$ cat src/rtl/agtf_pkg.sv
// shared types and constants of the affinity gated task fifo
package agtf_pkg;

   localparam int GRP_W     = 3;
   localparam int GRP_SLOTS = 8;
   localparam int AFF_W     = 5;
   localparam int CNT_W     = 16;
   localparam int PEND_W    = 8;
   localparam int FILL_OUT_W = 8;

   localparam logic [AFF_W-1:0] AFF_ANY = 5'h1F;
   localparam logic [CNT_W-1:0] CNT_MAX = 16'hFFFF;

   typedef enum logic [1:0] {
      ACT_PUSH         = 2'd0,
      ACT_FETCH_STRICT = 2'd1,
      ACT_FETCH_ANY    = 2'd2,
      ACT_COMPLETE     = 2'd3
   } action_type;

   typedef enum logic [2:0] {
      ST_OK        = 3'd0,
      ST_EMPTY     = 3'd1,
      ST_MISMATCH  = 3'd2,
      ST_FULL      = 3'd3,
      ST_UNDERFLOW = 3'd4
   } status_type;

   // counter update request from the queue control
   typedef struct packed {
      logic             inc;
      logic             dec;
      logic [GRP_W-1:0] grp;
   } cnt_req_type;

   // counter status back to the queue control
   typedef struct packed {
      logic              underflow;
      logic [PEND_W-1:0] pending;
   } cnt_stat_type;

endpackage

$ cat src/rtl/agtf_entry_ram.sv
// entry memory with registered read and write-first bypass
module agtf_entry_ram #(
   parameter int DEPTH = 128,
   parameter int WIDTH = 24
) (
   input  logic                     clock,
   input  logic                     wr_en,
   input  logic [$clog2(DEPTH)-1:0] wr_addr,
   input  logic [WIDTH-1:0]         wr_data,
   input  logic [$clog2(DEPTH)-1:0] rd_addr,
   output logic [WIDTH-1:0]         rd_data
);

   logic [WIDTH-1:0] mem_ff [DEPTH];
   logic [WIDTH-1:0] rd_data_ff;

   always_ff @(posedge clock) begin
      if (wr_en) begin
         mem_ff[wr_addr] <= wr_data;
      end
   end

   // same-cycle write to the read slot is forwarded
   always_ff @(posedge clock) begin
      if (wr_en && (wr_addr == rd_addr)) begin
         rd_data_ff <= wr_data;
      end else begin
         rd_data_ff <= mem_ff[rd_addr];
      end
   end

   assign rd_data = rd_data_ff;

endmodule

$ cat src/rtl/agtf_group_counters.sv
// per-group outstanding task counters and pending flags
module agtf_group_counters #(
   parameter int GROUP_COUNT = 8
) (
   input  logic                 clock,
   input  logic                 reset,
   input  agtf_pkg::cnt_req_type  cnt_req,
   output agtf_pkg::cnt_stat_type cnt_stat
);
   import agtf_pkg::*;

   localparam int LIVE = (GROUP_COUNT < GRP_SLOTS) ? GROUP_COUNT : GRP_SLOTS;

   logic [CNT_W-1:0]  cnt_ff [LIVE];
   logic [CNT_W-1:0]  cnt_in [LIVE];
   logic [PEND_W-1:0] pend_ff;
   logic [PEND_W-1:0] pend_in;
   logic [LIVE-1:0]   under_hit;

   // group 0 never counts
   always_comb begin
      pend_in   = '0;
      under_hit = '0;
      for (int g = 0; g < LIVE; g++) begin
         cnt_in[g] = cnt_ff[g];
         if ((g != 0) && (cnt_req.grp == GRP_W'(g))) begin
            if (cnt_req.inc && (cnt_ff[g] != CNT_MAX)) begin
               cnt_in[g] = cnt_ff[g] + 1'b1;
            end
            if (cnt_req.dec) begin
               if (cnt_ff[g] == '0) begin
                  under_hit[g] = 1'b1;
               end else begin
                  cnt_in[g] = cnt_ff[g] - 1'b1;
               end
            end
         end
         if (g != 0) begin
            pend_in[g] = (cnt_in[g] != '0);
         end
      end
   end

   always_ff @(posedge clock) begin
      if (reset) begin
         for (int g = 0; g < LIVE; g++) begin
            cnt_ff[g] <= '0;
         end
         pend_ff <= '0;
      end else begin
         for (int g = 0; g < LIVE; g++) begin
            cnt_ff[g] <= cnt_in[g];
         end
         pend_ff <= pend_in;
      end
   end

   assign cnt_stat.underflow = |under_hit;
   assign cnt_stat.pending   = pend_ff;

endmodule

$ cat src/rtl/affinity_gated_task_fifo_top.sv
// affinity gated task fifo: command register, queue control and result register
//
// usage
//   input channel: a transaction is taken at a rising edge with start high and
//   busy low; busy stays low, so one transaction can be issued every cycle.
//   req_action selects push, strict fetch, relaxed fetch or complete.
//   result channel: rsp_valid is high for exactly one cycle per transaction,
//   carrying status, the fetched entry, group pending flags and queue fill.
// pipeline and throughput
//   a taken transaction is registered in the input register, processed by the
//   queue control and its result is registered in the result register;
//   throughput is one transaction per cycle, set by the single
//   head read port of the entry memory, which is prefetched at the next head
// reset
//   synchronous reset empties the queue and clears all group counters; the
//   entry memory is not cleared, only written slots are ever handed out
// stalls
//   the receiver cannot hold off results; every result is shown once
module affinity_gated_task_fifo_top #(
   parameter int QUEUE_DEPTH = 128,
   parameter int GROUP_COUNT = 8,
   parameter int TAG_BITS    = 16
) (
   input  logic                clock,
   input  logic                reset,
   // command channel
   input  logic                start,
   output logic                busy,
   input  logic [1:0]          req_action,
   input  logic [TAG_BITS-1:0] req_task_tag,
   input  logic [2:0]          req_task_group,
   input  logic signed [4:0]   req_task_affinity,
   input  logic signed [4:0]   req_want_affinity,
   // result channel
   output logic                rsp_valid,
   output logic [2:0]          rsp_status,
   output logic [TAG_BITS-1:0] rsp_out_tag,
   output logic [2:0]          rsp_out_group,
   output logic signed [4:0]   rsp_out_affinity,
   output logic [7:0]          rsp_group_pending,
   output logic [7:0]          rsp_queue_fill
);
   import agtf_pkg::*;

   localparam int IDX_W   = (QUEUE_DEPTH > 1) ? $clog2(QUEUE_DEPTH) : 1;
   localparam int FILL_W  = $clog2(QUEUE_DEPTH + 1);
   localparam int ENTRY_W = TAG_BITS + GRP_W + AFF_W;

   // input register
   logic                req_valid_ff;
   action_type          req_action_ff;
   logic [TAG_BITS-1:0] req_tag_ff;
   logic [GRP_W-1:0]    req_group_ff;
   logic [AFF_W-1:0]    req_taff_ff;
   logic [AFF_W-1:0]    req_waff_ff;

   // queue state
   logic [IDX_W-1:0]  head_ff, head_in;
   logic [IDX_W-1:0]  tail_ff, tail_in;
   logic [FILL_W-1:0] fill_ff, fill_in;

   // result register
   logic                rsp_valid_ff;
   status_type          status_ff, status_in;
   logic [TAG_BITS-1:0] tag_ff, tag_in;
   logic [GRP_W-1:0]    grp_ff, grp_in;
   logic [AFF_W-1:0]    aff_ff, aff_in;

   // head entry and control terms
   logic [ENTRY_W-1:0]  head_entry;
   logic [TAG_BITS-1:0] head_tag;
   logic [GRP_W-1:0]    head_grp;
   logic [AFF_W-1:0]    head_aff;
   logic                is_push, is_fetch, is_complete;
   logic                q_full, q_empty, aff_match;
   logic                push_ok, pop_ok;
   cnt_req_type         cnt_req;
   cnt_stat_type        cnt_stat;

   assign busy = 1'b0;

   always_ff @(posedge clock) begin
      if (reset) begin
         req_valid_ff <= 1'b0;
      end else begin
         req_valid_ff <= start && !busy;
      end
   end

   always_ff @(posedge clock) begin
      if (start && !busy) begin
         req_action_ff <= action_type'(req_action);
         req_tag_ff    <= req_task_tag;
         req_group_ff  <= req_task_group;
         req_taff_ff   <= req_task_affinity;
         req_waff_ff   <= req_want_affinity;
      end
   end

   assign {head_tag, head_grp, head_aff} = head_entry;

   assign is_push     = req_valid_ff && (req_action_ff == ACT_PUSH);
   assign is_fetch    = req_valid_ff && ((req_action_ff == ACT_FETCH_STRICT) ||
                                         (req_action_ff == ACT_FETCH_ANY));
   assign is_complete = req_valid_ff && (req_action_ff == ACT_COMPLETE);
   assign q_full      = (fill_ff == FILL_W'(QUEUE_DEPTH));
   assign q_empty     = (fill_ff == '0);

   // relaxed fetch also takes an any-worker head
   assign aff_match = (head_aff == req_waff_ff) ||
                      ((req_action_ff == ACT_FETCH_ANY) && (head_aff == AFF_ANY));

   assign push_ok = is_push && !q_full;
   assign pop_ok  = is_fetch && !q_empty && aff_match;

   always_comb begin
      head_in = head_ff;
      tail_in = tail_ff;
      fill_in = fill_ff;
      if (pop_ok) begin
         head_in = (head_ff == IDX_W'(QUEUE_DEPTH - 1)) ? '0 : head_ff + 1'b1;
         fill_in = fill_ff - 1'b1;
      end
      if (push_ok) begin
         tail_in = (tail_ff == IDX_W'(QUEUE_DEPTH - 1)) ? '0 : tail_ff + 1'b1;
         fill_in = fill_ff + 1'b1;
      end
   end

   // status and fetched fields
   always_comb begin
      status_in = ST_OK;
      tag_in    = '0;
      grp_in    = '0;
      aff_in    = '0;
      if (is_push && q_full) begin
         status_in = ST_FULL;
      end else if (is_fetch && q_empty) begin
         status_in = ST_EMPTY;
      end else if (is_fetch && !aff_match) begin
         status_in = ST_MISMATCH;
      end else if (pop_ok) begin
         tag_in = head_tag;
         grp_in = head_grp;
         aff_in = head_aff;
      end else if (is_complete && cnt_stat.underflow) begin
         status_in = ST_UNDERFLOW;
      end
   end

   always_ff @(posedge clock) begin
      if (reset) begin
         head_ff      <= '0;
         tail_ff      <= '0;
         fill_ff      <= '0;
         rsp_valid_ff <= 1'b0;
      end else begin
         head_ff      <= head_in;
         tail_ff      <= tail_in;
         fill_ff      <= fill_in;
         rsp_valid_ff <= req_valid_ff;
      end
   end

   always_ff @(posedge clock) begin
      status_ff <= status_in;
      tag_ff    <= tag_in;
      grp_ff    <= grp_in;
      aff_ff    <= aff_in;
   end

   // memory reads the next head so its data is ready for the next transaction
   agtf_entry_ram #(
      .DEPTH (QUEUE_DEPTH),
      .WIDTH (ENTRY_W)
   ) u_entry_ram (
      .clock   (clock),
      .wr_en   (push_ok),
      .wr_addr (tail_ff),
      .wr_data ({req_tag_ff, req_group_ff, req_taff_ff}),
      .rd_addr (head_in),
      .rd_data (head_entry)
   );

   assign cnt_req.inc = push_ok;
   assign cnt_req.dec = is_complete;
   assign cnt_req.grp = req_group_ff;

   agtf_group_counters #(
      .GROUP_COUNT (GROUP_COUNT)
   ) u_group_counters (
      .clock    (clock),
      .reset    (reset),
      .cnt_req  (cnt_req),
      .cnt_stat (cnt_stat)
   );

   // pending flags and fill are registered on the same edge as the result
   assign rsp_valid         = rsp_valid_ff;
   assign rsp_status        = status_ff;
   assign rsp_out_tag       = tag_ff;
   assign rsp_out_group     = grp_ff;
   assign rsp_out_affinity  = aff_ff;
   assign rsp_group_pending = cnt_stat.pending;
   assign rsp_queue_fill    = FILL_OUT_W'(fill_ff);

endmodule

$ cat config.mk
export PLATFORM = sky130hd
export DESIGN_NAME = affinity_gated_task_fifo_top
export DESIGN_NICKNAME = d
export VERILOG_FILES = /design/src/rtl/agtf_pkg.sv /design/src/rtl/agtf_entry_ram.sv /design/src/rtl/agtf_group_counters.sv /design/src/rtl/affinity_gated_task_fifo_top.sv
export SDC_FILE = /design/constraint.sdc
export NUM_CORES = 2
export LEC_CHECK = 0
export ABC_AREA = 1
export BUFFER_PORTS_ARGS = -buffer_cell sky130_fd_sc_hd__buf_2
export CORE_UTILIZATION = 45
export DETAILED_ROUTE_END_ITERATION = 16
export GPL_ROUTABILITY_DRIVEN = 0
export PLACE_DENSITY = 0.63
export SYNTH_ARGS = -nofsm -noshare
export SYNTH_HDL_FRONTEND = slang
export SYNTH_SLANG_ARGS = --single-unit
$ cat constraint.sdc
create_clock -name clock -period 10.2 [get_ports clock]
set_input_delay 0.51 -clock clock [delete_from_list [all_inputs] [get_ports clock]]
set_output_delay 0.51 -clock clock [all_outputs]
set_load 0.03 [all_outputs]
# --- Word level (Yosys, flattened, before mapping) ---
# Memory sizes are Yosys's and may differ from the RTL's. A register that Yosys moved wholly into a read port is not among the register bits.
# Index checks and enable logic that the tools add are counted.
classes:
  addsub: 18
  eq_ne: 23
  n_mux: 71
  n_bitwise: 9
  reduce_logical: 45
ops:
  columns: ["op", "count"]
  rows:
  - ["$mux 16", 36]
  - ["$add 16x1->16 const B", 7]
  - ["$logic_not 16->1", 7]
  - ["$ne 16x16->1 const B", 7]
  - ["$reduce_bool 16->1", 7]
  - ["$sub 16x1->16 const B", 7]
  - ["$mux 1", 26]
  - ["$mux 7", 3]
  - ["$logic_and 1x1->1", 18]
  - ["$mux 8", 2]
  - ["$add 7x1->7 const B", 2]
  - ["$eq 7x7->1 const B", 2]
  - ["$eq 3x3->1 const B", 4]
  - ["$add 8x1->8 const B", 1]
  - ["$eq 8x8->1 const B", 1]
  - ["$logic_not 8->1", 1]
  - ["$or 1x1->1", 8]
  - ["$reduce_or 4->1", 2]
  - ["$sub 8x1->8 const B", 1]
  - ["$reduce_or 7->1", 1]
  - ["$eq 3x2->1 const B", 2]
  - ["$mux 2", 3]
  - ["$eq 5x5->1", 1]
  - ["$eq 5x5->1 const B", 1]
  - ["12 further kinds", 16]
totals:
  reg_bits: 90
  ram_bits: 3200
  inputBits: 34
  out_inout_bits: 45
  word_cells: 186
  memories: 2
mem_list:
  columns: ["memory", "words", "word_bits", "read_ports", "rd_clocked_by_memory_dff", "wr", "line", "text"]
  rows:
  - ["u_entry_ram.mem_ff", 128, 24, 1, 1, 1, "agtf_entry_ram.sv:14", "logic [WIDTH-1:0] mem_ff [DEPTH];"]
  - ["u_group_counters.cnt_ff", 8, 16, 7, 0, 8, "agtf_group_counters.sv:14", "logic [CNT_W-1:0] cnt_ff [LIVE];"]

# --- Longest topological paths before layout ---
# An unclocked memory read counts as a cell.
logic_depth:
  ltp_word: 11
  ltp_mapped: 22
  ltp_nobuf: 19

# --- By module ---
# From an unflattened synthesis, not the netlist that was laid out.
unflattened:
  cells_unflattened: 12735
  hier_area_um2: 139734.0
by_module_without_submodules:
  columns: ["module", "instances", "cells_each", "area_per_inst_um2", "seq_area_each_um2"]
  rows:
  - ["agtf_entry_ram", 1, 10075, 123708.6, 92388.6]
  - ["agtf_group_counters", 1, 2292, 12443.2, 2382.3]
  - ["affinity_gated_task_fifo_top", 1, 368, 3582.2, 1951.9]

# --- Worst setup path before layout ---
# OpenSTA, ideal clock, no wires.
synth_timing:
  kind: "reg-to-reg"
  from: "reg req_group_ff[2]"
  to: "reg u_group_counters.pend_ff[4]"
  setup_ns: 0.070
  arrival_time_ns: 3.672
  path_slack_ns: 6.458
  path_stages_with_launch: 12
  period_less_slack_ns: 3.742
  cell_sequence: "edfxtp_1 inv_1 nor3_1 inv_1 a21oi_1 o211ai_1 or2_2 nand2_1 nor2_1 nand2_1 nor2_1 a21oi_1"
synth_between:
  elab_chain_len: 3
synth_rtl:
  columns: ["item", "line", "text"]
  rows:
  - ["start, declared", "affinity_gated_task_fifo_top.sv:53", "logic [GRP_W-1:0] req_group_ff;"]
  - ["start signal, assigned", "affinity_gated_task_fifo_top.sv:94", "req_group_ff <= req_task_group;"]
  - ["$eq 3x3->1", "agtf_group_counters.sv:26", "if ((g != 0) && (cnt_req.grp == GRP_W'(g))) begin"]
  - ["$mux 16", "agtf_group_counters.sv:26", null]
  - ["$reduce_bool 16->1", "agtf_group_counters.sv:39", "pend_in[g] = (cnt_in[g] != '0);"]
  - ["end signal, assigned", "agtf_group_counters.sv:54", "pend_ff <= pend_in;"]
  - ["end, declared", "agtf_group_counters.sv:16", "logic [PEND_W-1:0] pend_ff;"]
# No other way between the ends.
# A chain may end at the register's enable or synchronous reset.

==> flow_summary.json <==
{
  "drtAntennaViolNets": 0,
  "grt-ovfl-total": 0,
  "async_reset_ff_share_pct": 0,
  "synth.top_cell.area_share_pct": 69.11,
  "cp.arrival_ns": 6.64,
  "n_fill_cell": 25236,
  "critical-path-top-delay-family": "buffers and inverters",
  "syn_to_final_growth_pct": 11.58,
  "numCtsBuffers": 344,
  "synth.avg_cell_area_um2": 11.95,
  "ff_latch_area_um2": 96740,
  "routed_wl_um": 402400,
  "multi_input_area_um2": 33870,
  "cp.required_ns": 10.95,
  "syn_area_um2": 134800,
  "synth_edf_count": 3103,
  "hold_buffers": 31,
  "drc": 0,
  "cp_cell_sequence": "buf_12 > buf_4 > buf_4 > nand2_1 > nand3_1 > nand3_1 > nand3_1 > nand3_1 > nand3_1 > nand3_1 > nand2_1 > inv_2 > nor2_1 > nand4_1 > nand2_4 > nand2_4 > o21ai_0 > nor2_1",
  "avgViaCountPerCell": 6.061,
  "grt_pass1_vias": 90054,
  "irDropWorstVdd_mv": 0.1325,
  "layout_commonest_cell": "edfxtp_1",
  "cts_root_buf": "clkbuf_16",
  "pre_cts_ws_ns": 4.456,
  "finalPower_mw": 27.76,
  "route.met2.wl_um": 185900,
  "cp_max_fo": 191,
  "tns_ns": 0,
  "io_pins": 79,
  "synthCells": 11286,
  "start_util_pct": 45.32,
  "p_leak_nw": 50.11,
  "clock_latency_ns": 0.95,
  "finalCritPeriodShare_pct": 57.72,
  "hp-class": "in -> reg",
  "synth_ff_type": "edfxtp_1",
  "cts_resized": 0,
  "crit_type": "reg -> reg",
  "clockBufferDepth": 4,
  "die_h_um": 549.4,
  "ys_warn_count": 0,
  "drive_gt1_share_pct": 8.650,
  "placedCellCount": 14802,
  "clock_skew_ns": 0.1066,
  "dieWidth_um": 549.4,
  "antenna_found_initial": 15,
  "worst_pin_slew_ns": 1.314,
  "fmax_ghz": 0.1699,
  "yosysSeqAreaShare_pct": 71.74,
  "io_buffers": 76,
  "dr.max_layer_used": "met5",
  "grt_pass1_wl_um": 587000,
  "wl_met3_um": 40110,
  "grt_max_degree": 192,
  "crit_top_cell": "nand3_1",
  "crit_buf_inv": 4,
  "stdcell_area_um2": 150400,
  "drtIter0Drc": 12909,
  "wire_per_inst_um": 26.02,
  "nNetsFinal": 11307,
  "cp_slowest_cell": "buf_4",
  "synth_area_leaders": "edfxtp_1, o21ai_0, nor2_1",
  "max_cap_viol_count": 0,
  "met1_length_um": 158300,
  "setup_viol": 0,
  "slew_headroom_pct": 12.40,
  "yosysTopAreaCell": "edfxtp_1",
  "place_hpwl_um": 213700,
  "slowest_delay_ns": 0.83,
  "path_clk_slew_ns": 0.06,
  "cts.sinks": 3280,
  "power.density_nw_per_um2": 184.5,
  "layout.cells.non_filler": 15461,
  "num_rows": 200,
  "drv_slew": 0,
  "startpoint_type": "flop",
  "yosys_register_bits": 3280,
  "dr.pass1.iters": 6,
  "tritoncts": "built",
  "timing.final.ws_setup_ns": 4.313,
  "rsz0062_at_grt": "no",
  "synthDistinctLibCells": 58,
  "post-route-min-period_ns": 5.887,
  "outcome": "finished, final reports clean",
  "die_area_um2": 301800,
  "fin_util_pct": 50.56,
  "cp-end-kind": "flop",
  "post_dp_cell_area_um2": 139200,
  "holdWs_ns": 0.2006,
  "hold_viol": 0,
  "layout_common_cells": "edfxtp_1, nor2_1, o21ai_0",
  "vias": 93715,
  "core-area_um2": 297500,
  "grt_usage_pct": 25.96,
  "cts_setup_buffers": 0,
  "cts_max_level": 5
}
## synth_stat cells, drive strengths merged (32+ instances only)
cell type	number
clkbuf	428
a21oi	100
o22ai	603
edfxtp	3103
buf	333
ha	32
nand3	888
nor3	77
o21ai	1661
nor2	1998
inv	282
nand4	48
dfxtp	177
a31oi	34
o211ai	93
xor2	91
nand2	1089
o221ai	110
## worst register-to-register path, stage by stage (launching register included)
cell	delay, ns
dfxtp_4	0.75
buf_12	0.62
buf_4	0.90
buf_4	0.92
nand2_1	0.14
nand3_1	0.13
nand3_1	0.10
nand3_1	0.11
nand3_1	0.10
nand3_1	0.21
nand3_1	0.30
nand2_1	0.23
inv_2	0.06
nor2_1	0.10
nand4_1	0.17
nand2_4	0.23
nand2_4	0.24
o21ai_0	0.34
nor2_1	0.08
## cells by family (layout without fill, tap and decap cells)
logic type                 Yosys count  after routing  share of synthesized area (%)
AOI/OAI and AO/OA                 2663           2663                          11.11
and+or+nand+nor                   4153           4153                          12.72
xor gates and xnor gates           106            106                         0.6885
other                                1             10                       0.002781
DFF                               3280           3280                          71.74
buffers and inverters             1050           1277                          3.427
adders and majority gates           33             33                         0.3118
## cell type report
cell class | count | area share (%)
clock buffers | 431 | 6.104
clock inverters | 189 | 1.142
inverters | 289 | 0.7469
multi-input cells | 6957 | 22.51
well taps | 3939 | 3.276
flip-flops and latches | 3280 | 64.31
diodes | 8 | 0.01331
repair buffers | 368 | 1.896
## layer usage
metal,up-vias,track usage (%)
li1,41188,-
met1,46533,34.86
met2,5149,41.66
met3,835,4.418
met4,10,11.24
met5,-,0
## worst paths after layout
kind	endpoint	startpoint	slack, ns	cells after the start
worst max register to register	head_ff[1]$_SDFF_PP0_	flop	4.31	18
worst max-delay path	head_ff[1]$_SDFF_PP0_	flop	4.31	18
worst min register to register	flop	head_ff[6]$_SDFF_PP0_	0.46	2
worst min-delay path	u_group_counters.cnt_ff[7][1]$_SDFF_PP0_	reset	0.20	2
## registers in the layout, indices dropped and copies added, names as in the netlist, 7 cells and up, named ones only
name                      count
tail_ff                       7
head_ff                       7
req_tag_ff                   16
u_group_counters.cnt_ff     112
u_entry_ram.mem_ff         3072
u_group_counters.pend_ff      7
rsp_queue_fill                8
rsp_out_tag                  16
## report_power, final
group          leakage [nW]  total, mW  switching, mW  internal, mW
Clock                  5.32       12.2           5.26          6.92
Combinational          15.5      0.720          0.602         0.118
Sequential             29.3       14.9         0.0202          14.8
Total                  50.1       27.8           5.88          21.9
(Power assumes the default switching activity.)
